<file path="src/hdl/assert_macros.svh">
// ----------------------------------------------------------------------------
// Assertion macros
// Shared concurrent assertion wrappers; empty when SYNTH is defined.
// ----------------------------------------------------------------------------
`ifndef ASSERT_MACROS_SVH
`define ASSERT_MACROS_SVH
`ifndef SYNTH
`define QTG_ASSERT(lbl, clk, rst_n, prop) \
    lbl: assert property (@(posedge clk) disable iff (!rst_n) prop) \
        else $error("qtg assertion failed");
`define QTG_NEVER(lbl, clk, rst_n, expr) \
    lbl: assert property (@(posedge clk) disable iff (!rst_n) !(expr)) \
        else $error("qtg forbidden condition seen");
`else
`define QTG_ASSERT(lbl, clk, rst_n, prop)
`define QTG_NEVER(lbl, clk, rst_n, expr)
`endif
`endif

</file>
<file path="src/hdl/qtg_pkg.sv">
`timescale 1ns / 1ps
// ----------------------------------------------------------------------------
// qtg_pkg
// Shared types, constants and saturating arithmetic helpers.
// ----------------------------------------------------------------------------
package qtg_pkg;

    localparam int POS_W     = 32;
    localparam int FRAC_BITS = 16;
    localparam int DUR_W     = 33;
    localparam int TSTEP_W   = 16;
    localparam logic [TSTEP_W-1:0] TSTEP_RESET = 16'd524;
    localparam int FIFO_DEPTH = 2;
    localparam int MUL_STEPS  = 4;
    localparam int DIV_BITS   = POS_W + FRAC_BITS;

    localparam logic signed [63:0] S64_MAX = 64'sh7FFF_FFFF_FFFF_FFFF;
    localparam logic signed [63:0] S64_MIN = 64'sh8000_0000_0000_0000;

    // one tick request as handed from front to back
    typedef struct packed {
        logic signed [POS_W-1:0] target_position;
        logic signed [POS_W-1:0] target_velocity;
        logic signed [POS_W-1:0] start_accel;
        logic signed [POS_W-1:0] end_accel;
        logic signed [DUR_W-1:0] dur;
        logic [POS_W-1:0]        etime;
        logic                    calc;
        logic                    moving;
        logic                    restarted;
        logic                    bad;
    } t_item;

    function automatic logic signed [63:0] f_sadd(input logic signed [63:0] a,
                                                  input logic signed [63:0] b);
        logic signed [64:0] s;
        s = {a[63], a} + {b[63], b};
        if (s[64] != s[63]) return s[64] ? S64_MIN : S64_MAX;
        return s[63:0];
    endfunction

    function automatic logic signed [63:0] f_sneg(input logic signed [63:0] a);
        return (a == S64_MIN) ? S64_MAX : -a;
    endfunction

    // halve, truncating toward zero
    function automatic logic signed [63:0] f_half(input logic signed [63:0] a);
        logic signed [63:0] t;
        t = a + {63'd0, a[63]};
        return t >>> 1;
    endfunction

    function automatic logic [POS_W-1:0] f_clamp(input logic signed [63:0] a);
        if (a > 64'sh0000_0000_7FFF_FFFF) return 32'h7FFF_FFFF;
        if (a < -64'sh0000_0000_8000_0000) return 32'h8000_0000;
        return a[POS_W-1:0];
    endfunction

endpackage

</file>
<file path="src/hdl/qtg_front.sv">
`timescale 1ns / 1ps
// ----------------------------------------------------------------------------
// qtg_front
// Accepts ticks, detects target changes, advances elapsed time, classifies.
// ----------------------------------------------------------------------------
module qtg_front import qtg_pkg::*; (
    input  logic                    i_clk,
    input  logic                    i_rst_n,
    input  logic                    i_cfg_we,
    input  logic [TSTEP_W-1:0]      i_cfg_wdata,
    input  logic                    i_push,
    input  logic                    i_full,
    input  logic signed [POS_W-1:0] i_target_position,
    input  logic signed [POS_W-1:0] i_target_velocity,
    input  logic signed [POS_W-1:0] i_start_accel,
    input  logic signed [POS_W-1:0] i_end_accel,
    input  logic [POS_W-1:0]        i_start_time,
    input  logic [POS_W-1:0]        i_end_time,
    output logic                    o_push,
    output t_item                   o_item
);

    logic [TSTEP_W-1:0]      r_time_step;
    logic [POS_W-1:0]        r_elapsed;
    logic signed [POS_W-1:0] r_last_pos;
    logic signed [POS_W-1:0] r_last_vel;
    logic [POS_W-1:0]        r_last_end;

    logic              chg;
    logic [POS_W-1:0]  el0;
    logic [POS_W:0]    el_sum;
    logic [POS_W-1:0]  el_new;
    logic              calc;
    logic [DUR_W-1:0]  d;

    // classification of the incoming tick
    always_comb begin
        chg    = (i_target_position != r_last_pos) || (i_target_velocity != r_last_vel)
                 || (i_end_time != r_last_end);
        el0    = chg ? '0 : r_elapsed;
        calc   = (el0 == '0);
        el_sum = {1'b0, el0} + {{(POS_W+1-TSTEP_W){1'b0}}, r_time_step};
        el_new = el_sum[POS_W] ? '1 : el_sum[POS_W-1:0];
        d      = {1'b0, i_end_time} - {1'b0, i_start_time};
        o_push = i_push && !i_full;
        o_item.target_position = i_target_position;
        o_item.target_velocity = i_target_velocity;
        o_item.start_accel     = i_start_accel;
        o_item.end_accel       = i_end_accel;
        o_item.dur             = d;
        o_item.etime           = el_new;
        o_item.calc            = calc;
        o_item.moving          = !(el_new > i_end_time);
        o_item.restarted       = chg;
        o_item.bad             = d[DUR_W-1] || (d == '0);
    end

    // segment tracking state
    always_ff @(posedge i_clk) begin
        if (!i_rst_n) begin
            r_time_step <= TSTEP_RESET;
            r_elapsed   <= '0;
            r_last_pos  <= '0;
            r_last_vel  <= '0;
            r_last_end  <= '0;
        end else begin
            if (i_cfg_we) r_time_step <= i_cfg_wdata;
            if (o_push) begin
                r_elapsed <= el_new;
                if (calc) begin
                    r_last_pos <= i_target_position;
                    r_last_vel <= i_target_velocity;
                    r_last_end <= i_end_time;
                end
            end
        end
    end

endmodule

</file>
<file path="config.mk">
export PLATFORM = sky130hd
export DESIGN_NAME = qtg_front
export DESIGN_NICKNAME = d
export VERILOG_FILES = /design/src/hdl/assert_macros.svh /design/src/hdl/qtg_pkg.sv /design/src/hdl/qtg_front.sv
export SDC_FILE = /design/constraint.sdc
export NUM_CORES = 1
export LEC_CHECK = 0
export BUFFER_PORTS_ARGS = -buffer_cell sky130_fd_sc_hd__buf_2
export CAP_MARGIN = 20
export CORE_MARGIN = 1.5
export CORE_UTILIZATION = 35
export CTS_BUF_LIST = sky130_fd_sc_hd__clkbuf_8
export DETAILED_ROUTE_END_ITERATION = 12
export SLEW_MARGIN = 20
export SYNTH_ARGS = -nofsm -noshare
export SYNTH_HDL_FRONTEND = slang
export SYNTH_SLANG_ARGS = --single-unit
export TNS_END_PERCENT = 50
</file>
<file path="constraint.sdc">
create_clock -name i_clk -period 7.48 [get_ports i_clk]
set_input_delay 1.122 -clock i_clk [delete_from_list [all_inputs] [get_ports i_clk]]
set_output_delay 1.122 -clock i_clk [all_outputs]
set_load 0.03 [all_outputs]
</file>
* After elaboration in Yosys (flattened, before gate mapping)
Index checks and enable logic that the tools add are counted.
** Storage, ports and cells
- Register bits after elaboration :: 144
- Latch bits :: 0
- Bits in writable memories :: 0
- Bits in read-only memories :: 0
- Input port bits :: 213
- Word-level logic and storage cells :: 22
- Memories kept :: 0
** Operators by class
- Add/sub/neg operators :: 2
- $mul :: 0
- Divide/modulo/power cells :: 0
- Magnitude comparators :: 1
- Equal/unequal tests :: 3
- Shifts and indexed selects :: 0
- Muxes and demuxes :: 2
- Bitwise operators :: 0
- Reduce and logical (&&, ||, !) cells :: 9
** Operator list (number)
- != test 32 bit :: 3
- 2-to-1 mux 32 bit :: 2
- adder 32 x 16 -> 33 bit :: 1
- logical NOT 33 bit :: 1
- subtractor 32 x 32 -> 33 bit :: 1
- greater-than comparator 32 bit :: 1
- logical NOT 32 bit :: 1
- logical OR 1 bit :: 3
- logical NOT 1 bit :: 2
- AND reduction 2 bit :: 1
- logical AND 1 bit :: 1

* Logic depth before layout (Yosys ltp)
- Depth in word-level cells :: 8
- Mapped depth :: 35
- Gate-level depth less buffers :: 31

* Worst setup path before layout
No wires, ideal clock.
- Kind :: in2out
- Start :: input port i_target_position[29]
- End :: output port o_item[2] (netlist bit)
- Arrival time :: 7.212 ns
- Data required time :: 6.358 ns
- Path slack :: -0.854 ns
- Stages :: 35
- Path buffers :: 5
- Cell sequence :: xnor2_1 -> nand4_1 -> nor4_1 -> nand4_1 -> nor3_1 -> clkbuf_1 -> clkbuf_1 -> and2_1 -> ha_1 -> inv_1 -> fa_1 -> nor2b_1 -> o21ai_1 -> nand2b_1 -> a21boi_1 -> o21ai_1 -> o31a_1 -> o211ai_1 -> or3_1 -> clkbuf_1 -> clkbuf_1 -> clkbuf_1 -> nand2_1 -> ha_1 -> nor2b_1 -> o21a_1 -> o21a_1 -> o21a_1 -> o21a_1 -> o21a_1 -> o21ai_0 -> nand2b_1 -> a221oi_1 -> o21ai_1 -> nand2_1
** RTL lines
- start: declaration :: line qtg_front.sv:13 : input logic signed [POS_W-1:0] i_target_position,
- end: declaration :: line qtg_front.sv:20 : output t_item o_item

==> summary.txt <==
Total net switching power -> 0.8201 mW
Failing checks -> negative setup slack
Asr flop ratio synth -> 0
PortBufs -> 282
Count leader, synth -> nand2_1
DRT Pass-1 Iters -> 5
HP Start -> r_last_end[10]
Min-Delay Path Depth -> 2
Area Growth Syn to Fin -> 27.60%
Worst ir drop on vdd -> 0.09826 mV
Maxcap violations -> 0
Reg-to-reg critical path endpoint -> r_elapsed[24]
Die width -> 182.1 um
Combinational group share of total power -> 0.330
Delay of the slowest critical-path stage -> 0.31 ns
Antenna violations before repair -> 4
Final setup viols -> 1
DR iter-0 viols -> 698
Filler Cell Count -> 3,252
CP Launch Type -> input port
Global-route wire length before repair -> 60.44 mm
Die area -> 0.03315 sq mm
Mapped Cells -> 1,514
Clock root cell -> clkbuf_8
Sw frac -> 0.3791
Clk_lat worst skew -> 0.46 ns
R2R cell count -> 25
Final worst slack -> -0.2506 ns
Core Util, Final -> 0.4539
P_leak -> 6.782 nW
Fmax -> 0.1294 GHz
Area contributors post-synth -> dfxtp_1 26%, nand2_1 9.2%, ha_1 8.9%, buf_4 8.7%, xnor2_1 7.5%
Hold path endpoint -> r_last_end[10]
Share of the synthesized area in the top cell type -> 0.2568
Via Count -> 11,417
Fin crit period -> 7.731 ns
Overflow after GRT -> 0
Total wire length -> 40.47 mm
Avg Inst Size Synth -> 7.414 sq um
Worst EP arrival -> 6.61 ns
Clock network power share -> 0.288
Fin nets -> 2,114
Multi-input logic area -> 0.007277 sq mm
Int Pwr -> 1.343 mW
Post-Syn Area -> 0.01122 sq mm
Crit-path max FO -> 7
DP HPWL -> 32.32 mm
Post-Layout Cell Count -> 2,235
Remaining antenna violation count -> 0
Worst Hold Class -> reg -> reg
Core area -> 0.03156 sq mm
Number of global-route vias before repair -> 10,845
Yosys warns -> 0
PwrDens -> 151.0 mW/mm^2
Initial core utilization -> 0.3557
R2R Path Start -> r_last_end[23]
Vias per std cell -> 5.108
DR WL/cell -> 18.11 um
CP Class -> in -> out
Ports -> 411
RSZ-0062 raised after global routing -> true
Overall power -> 2.163 mW
Largest net degree at the start of global routing -> 97
Placed cells -> 2,198
CTS max path bufs -> 2
Fin. max-slew vios -> 0
Post-synth top flop -> dfxtp_1
CTS buffer count -> 17
Total number of H-tree levels -> 4
Row count -> 65
Number of flops mapped to enable cells by yosys -> 0
Synth area leader -> dfxtp_1
Register area -> 0.002883 sq mm
Final setup skew -> 0.01890 ns
Sequential Power Share -> 0.382
TritonCTS Sinks -> 144
Routability Congestion -> 0.9286
Distinct cells, synth -> 68
Slew margin rel. -> 0.3506
Worst-Margin Slew -> 0.9731 ns
Post-Syn Nets -> 1,809
Reg clk slew, reported paths -> 0.08 ns
Yosys reg bits -> 144
R2r setup slk -> 2.84 ns
GRT Total Usage -> 0.2376
Post-synthesis sequential area ratio -> 0.2568
Status -> finished with violations
Die H -> 182.1 um
Share of post-route cells with drive strength above 1 -> 0.3211
# DRC -> 0
Final Hold Vio Count -> 0
TritonCTS clock tree -> yes
Final worst path period share -> 1.034
Required time of the critical path -> 6.36 ns
Crit path max-delay cell type -> o31a_1
Setup crit end kind -> output port
Top cells by count, synth -> 276 x nand2_1, 163 x a21oi_1, 144 x dfxtp_1
## cells in the final DEF, fill, tap and decap left out, types with 15 or more instances in the layout
cell / n
a21o_1: 18
a21oi_1: 161
and2_1: 18
buf_2: 279
buf_4: 192
clkbuf_8: 17
dfxtp_1: 144
ha_1: 76
inv_1: 86
mux2i_1: 16
nand2_1: 272
nand3_1: 24
nand4_1: 33
nor2_1: 63
nor3_1: 15
nor4_1: 19
o21ai_0: 27
o21ai_1: 34
xnor2_1: 70
xnor2_2: 26
xor2_1: 45
## worst max-delay path by stage
stage	start	to	slack, ns	cells past startpoint
after floorplan	i_target_position[1]	o_item[2]	-0.11	35
after global placement	i_end_time[3]	o_item[2]	-0.42	31
after detailed placement	i_target_velocity[31]	o_item[2]	-0.54	35
after CTS	i_end_time[1]	o_item[2]	-0.22	35
after global routing	i_target_position[9]	o_item[2]	-0.58	35
final	i_end_time[2]	o_item[2]	-0.25	34
## power groups by stage
stage,clock [mW],combinational [mW],sequential (mW)
floorplan,0,0.520,0.836
global placement,0,0.697,0.842
detailed placement,0,0.701,0.843
CTS,0.641,0.711,0.826
global route,0.676,0.770,0.831
finish,0.624,0.713,0.827
## layer usage
metal,global-route usage,share of wire,vias to the layer above
li1,-,-,5650
met1,0.2975,0.43,5270
met2,0.4087,0.48,422
met3,0.03812,0.058,71
met4,0.09124,0.035,4
met5,0,0.00067,-
## sequential cells by signal, summed over array words and instances (netlist names)
name         flops
r_time_step     16
r_last_end      32
r_last_vel      32
r_last_pos      32
r_elapsed       32
## layout make-up
cell class                      instances  area share
Antenna cell                            2   0.0003494
Timing Repair Buffer                  478      0.2054
Clock buffer                           17     0.01634
Multi-Input combinational cell       1089      0.5081
Sequential cell                       144      0.2013
Tap cell                              402     0.03512
Inverter                               89     0.02350
Clock inverter                         14    0.009959
## cell families after synthesis
kind of cell | share of synthesized area
compound gates | 0.1766
xor+xnor | 0.1130
fa+ha+maj | 0.09274
buf+inv | 0.1376
flops | 0.2568
mux | 0.01427
simple gates | 0.2090
## per-stage QoR
| stage | setup slack (ns) | hold WS [ns] | instance area, sq um | TNS (ns) |
|---|---|---|---|---|
| finish | -0.2506 | 0.4688 | 14320 | -0.2506 |
| global route | -0.5775 | 0.4837 | 14320 | -0.5775 |
| CTS | -0.2207 | 0.4709 | 14150 | -0.2207 |
| detailed placement | -0.5386 | 0.4584 | 13600 | -0.5386 |
| global placement | -0.4168 | 0.4529 | 13600 | -0.4168 |
| floorplan | -0.1122 | 0.4444 | 11470 | -0.1122 |
## worst max-delay path, delay by kind of cell
kind / cells / cell delay [ns]
AO/OA/AOI/OAI: 13 / 2.28
XOR/XNOR: 1 / 0.11
adder cells (fa/ha/maj): 2 / 0.44
buffers and inverters: 8 / 1.06
AND/OR/NAND/NOR: 10 / 1.53
## what timing repair did
action / in CTS / in global routing
pin swaps: 24 / 12
resized for setup: 29 / 23
buffers inserted: 4 / 2
setup endpoints to repair: 1 / 1
gates cloned: 0 / 0
hold buffers: 0 / 0
Power figures use the tool's default switching activity.
