### config.mk
export PLATFORM = sky130hd
export DESIGN_NAME = qtg_fifo
export DESIGN_NICKNAME = d
export VERILOG_FILES = /design/src/hdl/assert_macros.svh /design/src/hdl/qtg_pkg.sv /design/src/hdl/qtg_fifo.sv
export SDC_FILE = /design/constraint.sdc
export NUM_CORES = 1
export LEC_CHECK = 0
export BUFFER_PORTS_ARGS = -buffer_cell sky130_fd_sc_hd__buf_2
export CORE_MARGIN = 8
export CORE_UTILIZATION = 25
export CTS_CLUSTER_DIAMETER = 120
export DETAILED_ROUTE_END_ITERATION = 8
export GPL_ROUTABILITY_DRIVEN = 0
export SLEW_MARGIN = 10
export SYNTH_ARGS = -nofsm -noshare
export SYNTH_HDL_FRONTEND = slang
export SYNTH_SLANG_ARGS = --single-unit
### constraint.sdc
create_clock -name i_clk -period 13.55 [get_ports i_clk]
set_clock_uncertainty 0.05 [all_clocks]
set_input_delay 0 -clock i_clk [delete_from_list [all_inputs] [get_ports i_clk]]
set_output_delay 0 -clock i_clk [all_outputs]
set_load 0.005 [all_outputs]
### src/hdl/assert_macros.svh
// ----------------------------------------------------------------------------
// Assertion macros
// Shared concurrent assertion wrappers; empty when SYNTH is defined.
// ----------------------------------------------------------------------------
`ifndef ASSERT_MACROS_SVH
`define ASSERT_MACROS_SVH
`ifndef SYNTH
`define QTG_ASSERT(lbl, clk, rst_n, prop) \
    lbl: assert property (@(posedge clk) disable iff (!rst_n) prop) \
        else $error("qtg assertion failed");
`define QTG_NEVER(lbl, clk, rst_n, expr) \
    lbl: assert property (@(posedge clk) disable iff (!rst_n) !(expr)) \
        else $error("qtg forbidden condition seen");
`else
`define QTG_ASSERT(lbl, clk, rst_n, prop)
`define QTG_NEVER(lbl, clk, rst_n, expr)
`endif
`endif

### src/hdl/qtg_pkg.sv
`timescale 1ns / 1ps
// ----------------------------------------------------------------------------
// qtg_pkg
// Shared types, constants and saturating arithmetic helpers.
// ----------------------------------------------------------------------------
package qtg_pkg;

    localparam int POS_W     = 32;
    localparam int FRAC_BITS = 16;
    localparam int DUR_W     = 33;
    localparam int TSTEP_W   = 16;
    localparam logic [TSTEP_W-1:0] TSTEP_RESET = 16'd524;
    localparam int FIFO_DEPTH = 2;
    localparam int MUL_STEPS  = 4;
    localparam int DIV_BITS   = POS_W + FRAC_BITS;

    localparam logic signed [63:0] S64_MAX = 64'sh7FFF_FFFF_FFFF_FFFF;
    localparam logic signed [63:0] S64_MIN = 64'sh8000_0000_0000_0000;

    // one tick request as handed from front to back
    typedef struct packed {
        logic signed [POS_W-1:0] target_position;
        logic signed [POS_W-1:0] target_velocity;
        logic signed [POS_W-1:0] start_accel;
        logic signed [POS_W-1:0] end_accel;
        logic signed [DUR_W-1:0] dur;
        logic [POS_W-1:0]        etime;
        logic                    calc;
        logic                    moving;
        logic                    restarted;
        logic                    bad;
    } t_item;

    function automatic logic signed [63:0] f_sadd(input logic signed [63:0] a,
                                                  input logic signed [63:0] b);
        logic signed [64:0] s;
        s = {a[63], a} + {b[63], b};
        if (s[64] != s[63]) return s[64] ? S64_MIN : S64_MAX;
        return s[63:0];
    endfunction

    function automatic logic signed [63:0] f_sneg(input logic signed [63:0] a);
        return (a == S64_MIN) ? S64_MAX : -a;
    endfunction

    // halve, truncating toward zero
    function automatic logic signed [63:0] f_half(input logic signed [63:0] a);
        logic signed [63:0] t;
        t = a + {63'd0, a[63]};
        return t >>> 1;
    endfunction

    function automatic logic [POS_W-1:0] f_clamp(input logic signed [63:0] a);
        if (a > 64'sh0000_0000_7FFF_FFFF) return 32'h7FFF_FFFF;
        if (a < -64'sh0000_0000_8000_0000) return 32'h8000_0000;
        return a[POS_W-1:0];
    endfunction

endpackage

### src/hdl/qtg_fifo.sv
`timescale 1ns / 1ps
// ----------------------------------------------------------------------------
// qtg_fifo
// Short request queue between front and back.
// ----------------------------------------------------------------------------
module qtg_fifo import qtg_pkg::*; (
    input  logic  i_clk,
    input  logic  i_rst_n,
    input  logic  i_push,
    input  t_item i_item,
    output logic  o_full,
    input  logic  i_pop,
    output t_item o_item,
    output logic  o_empty
);

    localparam int PW = $clog2(FIFO_DEPTH);

    t_item          r_mem [FIFO_DEPTH];
    logic [PW-1:0]  r_wr;
    logic [PW-1:0]  r_rd;
    logic [PW:0]    r_count;

    assign o_full  = (r_count == FIFO_DEPTH[PW:0]);
    assign o_empty = (r_count == '0);
    assign o_item  = r_mem[r_rd];

    // storage
    always_ff @(posedge i_clk) begin
        if (i_push) r_mem[r_wr] <= i_item;
    end

    // pointers
    always_ff @(posedge i_clk) begin
        if (!i_rst_n) begin
            r_wr    <= '0;
            r_rd    <= '0;
            r_count <= '0;
        end else begin
            if (i_push) r_wr <= (r_wr == PW'(FIFO_DEPTH - 1)) ? '0 : r_wr + 1'b1;
            if (i_pop)  r_rd <= (r_rd == PW'(FIFO_DEPTH - 1)) ? '0 : r_rd + 1'b1;
            if (i_push && !i_pop)      r_count <= r_count + 1'b1;
            else if (!i_push && i_pop) r_count <= r_count - 1'b1;
        end
    end

endmodule

* Word-level counts from Yosys, hierarchy flattened
Memory sizes are Yosys's and may differ from the RTL's. A register that Yosys moved wholly into a read port is not among the register bits. Index checks and enable logic that the tools add are counted.
Word-level totals: register bits 4, bits in latches 0, memory bits (writable) 394, memory bits (read-only) 0, bits of input ports 201, output and inout bits 199, logic and storage cells 23, memories kept 1
Memory list:
- r_mem | words 2, bits a word 197, rd ports 1, clocked after Yosys merged registers in 1, write ports 1, RTL line qtg_fifo.sv:19 | t_item r_mem [FIFO_DEPTH];
Operators by class: $add $sub $neg 4, multiply operators 0, div/mod/pow operators 0, order comparisons 0, equal/unequal tests 1, shift operators 0, mux-type cells 8, bitwise operators 0, reduce and logical (&&, ||, !) cells 6
Operator list (count):
- $mux W1 | 6
- $mux W2 | 2
- $add A1 B1 Y1 const B | 2
- $add A2 B1 Y2 const B | 1
- $eq A2 B2 Y1 const B | 1
- $logic_and A1 B1 Y1 | 2
- $logic_not A1 Y1 | 2
- $logic_not A2 Y1 | 1
- $reduce_bool A2 Y1 | 1
- $sub A2 B1 Y2 const B | 1

* Longest topological paths before layout
word-level depth 4, gate-level depth with buffers 5, mapped depth without buffers 5

* Least setup slack after synthesis
OpenSTA, ideal clock, no wires.
kind register to register, start register r_wr, end register r_wr, library setup time 98 ps, arrival 9671 ps, required time 13402 ps, slack 3731 ps, stages on the path, launching flop included 3, buffers on the path 0, period minus slack after synthesis 9819 ps, path through dfxtp_1 -> nor2b_1 -> o21a_1
Between the ends: cells in the longest elaborated chain, start to end 2
RTL lines:
- from (decl) | RTL line qtg_fifo.sv:20 | logic [PW-1:0] r_wr;
- from (signal assigned) | RTL line qtg_fifo.sv:40 | if (i_push) r_wr <= (r_wr == PW'(FIFO_DEPTH - 1)) ? '0 : r_wr + 1'b1;
- $add A1 B1 Y1 | RTL line qtg_fifo.sv:40
- $mux W1 (*) | RTL line qtg_fifo.sv:40
Mark *: on every way between the ends. The rest lies on a longest branch, timed or not. A chain may end at the register's enable or synchronous reset.

==> results by stage <==
Power:
- The part of the power in the clock network is 38.3%.
- The worst vdd rail ir drop is 0.00009718 V.
- The fraction of power consumed by sequential logic is 50.4%.
- The analysis attributes to net switching a power of 0.6229 mW.
- Of the total power, combinational logic draws 11.4%.
- In this run the static leakage power is 8.109 nW.
- Dividing total power by cell area gives a power density of 136.5 nW/µm².
- The share of total power consumed by net switching is 21.60%.
- The internal power of the cells is 2.260 mW.

Clocking:
- The H-tree level count is 2.
- The tree built by TritonCTS fans out to 399 sinks.
- The clock reaches the later pin of the worst-skew pair after 540 ps.
- TritonCTS built the clock tree.
- Clock-pin slew was measured on the worst setup and hold paths at 60 ps.
- In this run the clock root is driven by a sky130_fd_sc_hd__clkbuf_16.
- In this run the deepest clock path goes through 3 buffers.
- Buffers added to address setup during post-CTS repair amount to 0.
- For this design, the CTS-stage hold fixing added 201 buffers.
- The total of cells resized after clock tree synthesis is 0.
- The total CTS buffers is 43.

Global routing:
- The number of antenna violations at the first check in global routing is 6.
- Summed over all layers, the global routing overflow is 0.
- The number of global-route vias before repair was 9081.
- Entering global routing, the biggest net connects 142 pins.
- The wire length of the first global-routing pass is 53.75 mm.
- The overall fraction of global-route tracks in use is 10.23%.

Synthesis:
- The largest total area in the synthesized netlist belongs to sky130_fd_sc_hd__edfxtp_1.
- The cell with the most instances after synthesis is sky130_fd_sc_hd__edfxtp_1.
- After synthesis, the cell types taking the most area are sky130_fd_sc_hd__edfxtp_1, sky130_fd_sc_hd__mux2_4, sky130_fd_sc_hd__mux2_2.
- After technology mapping, the gate count stands at 635.
- The synthesized design devotes to its leading area cell type 79.06% of total area.
- Among all flip-flop cells after synthesis, the most frequent one is sky130_fd_sc_hd__edfxtp_1.
- The mapped cell area is 14960 µm².
- Counting flops with a built-in enable in the synthesized netlist gives 394.
- Yosys printed 0 warnings.
- The portion of the post-synthesis area used by sequential elements is 79.73%.
- After synthesis the netlist holds a flip-flop and latch count of 399.
- Each instance of the synthesized netlist takes up on average 23.57 µm².
- The post-synth net total is 837.
- In the synthesized netlist, the cells that appear most often are sky130_fd_sc_hd__edfxtp_1, sky130_fd_sc_hd__mux2_4, sky130_fd_sc_hd__mux2_2, sky130_fd_sc_hd__buf_6, sky130_fd_sc_hd__buf_2.
- After synthesis, the netlist uses 17 different library cells.
- The proportion of synthesized flip-flops having asynchronous set or reset is 0%.

STA:
- Timing would allow up to 269.1 MHz.
- Across all setup checks in the final design, the least slack found is 9834 ps.
- Summed over all failing endpoints, the final setup total negative slack is 0 ps.
- Of the available clock period, the critical path in the final layout requires 27.42%.
- The slew at the pin closest to its max-slew limit is 1146 ps.
- The final count of pins violating max slew was 0.
- Setup repair after global routing left no endpoint under its margin.
- The relative slew slack is 23.57%.
- Hold is met by 129.9 ps.
- Setup violations remaining at the end of the flow were counted as 0.
- The time the final worst path needs with I/O delays and setup is 3716 ps.
- The number of endpoints with negative hold slack in the final report was 0.

Detailed routing:
- The detail-routed via count per cell is 3.936.
- The detailed router finished its first iteration with 383 violations.
- The residual DRC count is 0.
- After detailed routing, the met3 layer carries 3.280 mm of wire.
- The final wirelength is 36.44 mm.
- After detailed routing, the average wire length per cell comes to 17.63 µm.
- The routed length on met1 is 14.42 mm.
- Detailed routing inserted a total of 8135 vias.
- The detail route stage leaves a number of antenna-violating nets equal to 0.
- The highest signal layer in the routed design is met5.
- The iteration count of the initial detailed-routing pass is 4.
- After detailed routing, the met2 layer carries 18.02 mm of wire.

Worst setup path:
- The most numerous cell type found on the critical path is sky130_fd_sc_hd__buf_4.
- The highest net fanout along the worst path is 50.
- STA puts the critical path data required time at 13500 ps.
- The critical path goes through buf_4, buf_4, mux2_2, buf_2.
- The kind of capture point of the worst setup path is an output pin.
- The cell type of the slowest stage on the worst timing path is sky130_fd_sc_hd__dfxtp_4.
- By startpoint and endpoint, the worst setup path is classified as reg -> out.
- The type of origin of the critical path is a register.
- STA puts the critical path data arrival time at 3670 ps.
- For this run, the slowest stage of the critical path takes 900 ps.

Floorplanning:
- The floorplan step defined a die boundary enclosing 67940 µm².
- The die outline height is 260.7 µm.
- Measured along the x axis, the die boundary spans 260.7 µm.
- The number of placement rows is 89.
- The number of I/O pins is 400.
- The initial utilization of the core area, before any placement, comes to 25.31%.
- After floorplanning, the core was sized to cover 59130 µm².

Place:
- Prior to clock tree synthesis, the placed netlist has a worst setup slack of 10280 ps.
- After legalization and detailed placement, the total HPWL measured 23.89 mm.
- During placement, the flow inserted port buffers numbering 399.
- Once placement completed, the tool counted placed cells totaling 1791.
- The placed instances occupy a cell area of 17800 µm².

Job:
- The max-capacitance violation count is 0.

Final layout:
- The number of diodes is 0.
- The area growth from synthesis to layout is 41.20%.
- Summing all multi-input logic gate instances after layout gives 2829 µm².
- Summing all non-filler instances in the final layout gives an area of 21130 µm².
- The final-stage net count is 1466.
- The total area of sequential cells is 11940 µm².
- Once layout is complete, the cells apart from fillers number 2067.
- The layout has 5460 filler cells.
- Cells with a size suffix above 1 make up 51.16% of the layout.

Status:
- The run finished with clean final reports.

Worst hold path:
- The path type of the worst min-delay path is in -> reg.
## critical path, delay by kind of cell (launching register included)
kind | cells | cell delay (ps)
flops | 1 | 900
buf+inv | 3 | 1730
mux | 1 | 420
## metal layers
| metal | vias up | GRT usage, % |
|---|---|---|
| met5 | - | 0 |
| met4 | 6 | 2.796 |
| met3 | 59 | 3.941 |
| met2 | 289 | 17.70 |
| met1 | 3987 | 11.76 |
| li1 | 3794 | - |
## kinds of logic (layout without fill, tap and decap cells)
group,Yosys count,count (layout),synth area share [%]
AO/OA/AOI/OAI,3,3,0.1338
XOR/XNOR,3,3,0.1756
adder cells (fa/ha/maj),1,1,0.08360
buffers and inverters,23,682,1.430
flip-flops,399,399,79.73
multiplexers,197,197,18.09
AND/OR/NAND/NOR,9,9,0.3595
## power groups by stage
stage | registers (mW) | logic (mW) | clock network, mW
2_1_floorplan | 1.48 | 0.164 | 0
3_3_place_gp | 1.48 | 0.280 | 0
3_5_place_dp | 1.48 | 0.285 | 0
4_1_cts | 1.45 | 0.336 | 1.15
5_1_grt | 1.46 | 0.356 | 1.19
6_report | 1.45 | 0.328 | 1.10
## stage by stage
stage               utilization [%]  total power [mW]
floorplan                         -             1.644
global placement              30.11             1.757
detailed placement            30.11             1.764
CTS                           35.73             2.934
global route                  35.73             3.004
finish                        35.73             2.883
## cell type report
type | instances | share of cell area (%)
flip-flops and latches | 399 | 56.49
inverters | 1 | 0.01777
clock buffers | 55 | 5.507
clock inverters | 20 | 0.7165
well taps | 773 | 4.577
repair buffers | 606 | 19.30
multi-input cells | 213 | 13.39
## flip-flops by register name, indices dropped and copies added (netlist names), named ones only
signal,count
r_wr,1
r_mem,394
r_count,2
r_rd,1
## worst paths after layout
path	startpoint	endpoint	slack, ps	cells after the start
setup / recovery	register	o_item[35]	9830	4
hold / removal	i_item[139]	r_mem[1][139]	130	2
setup reg to reg	r_wr	r_mem[1][157]	11020	2
hold reg to reg	r_count[1]	r_count[1]	500	2
## placed cells by master (no fill, tap or decap), types with 2 or more instances in the layout
cell type                       instances
sky130_fd_sc_hd__buf_4                  4
sky130_fd_sc_hd__and2_1                 3
sky130_fd_sc_hd__clkinv_2               6
sky130_fd_sc_hd__clkbuf_1              10
sky130_fd_sc_hd__edfxtp_1             394
sky130_fd_sc_hd__buf_2                399
sky130_fd_sc_hd__mux2_2                67
sky130_fd_sc_hd__xor2_1                 2
sky130_fd_sc_hd__buf_12                 2
sky130_fd_sc_hd__clkinv_1               8
sky130_fd_sc_hd__clkinvlp_4             3
sky130_fd_sc_hd__bufinv_16              2
sky130_fd_sc_hd__nor2b_1                2
sky130_fd_sc_hd__dlygate4sd3_1        201
sky130_fd_sc_hd__dfxtp_1                4
sky130_fd_sc_hd__mux2_4               130
sky130_fd_sc_hd__clkbuf_16             45
(Power assumes the default switching activity.)
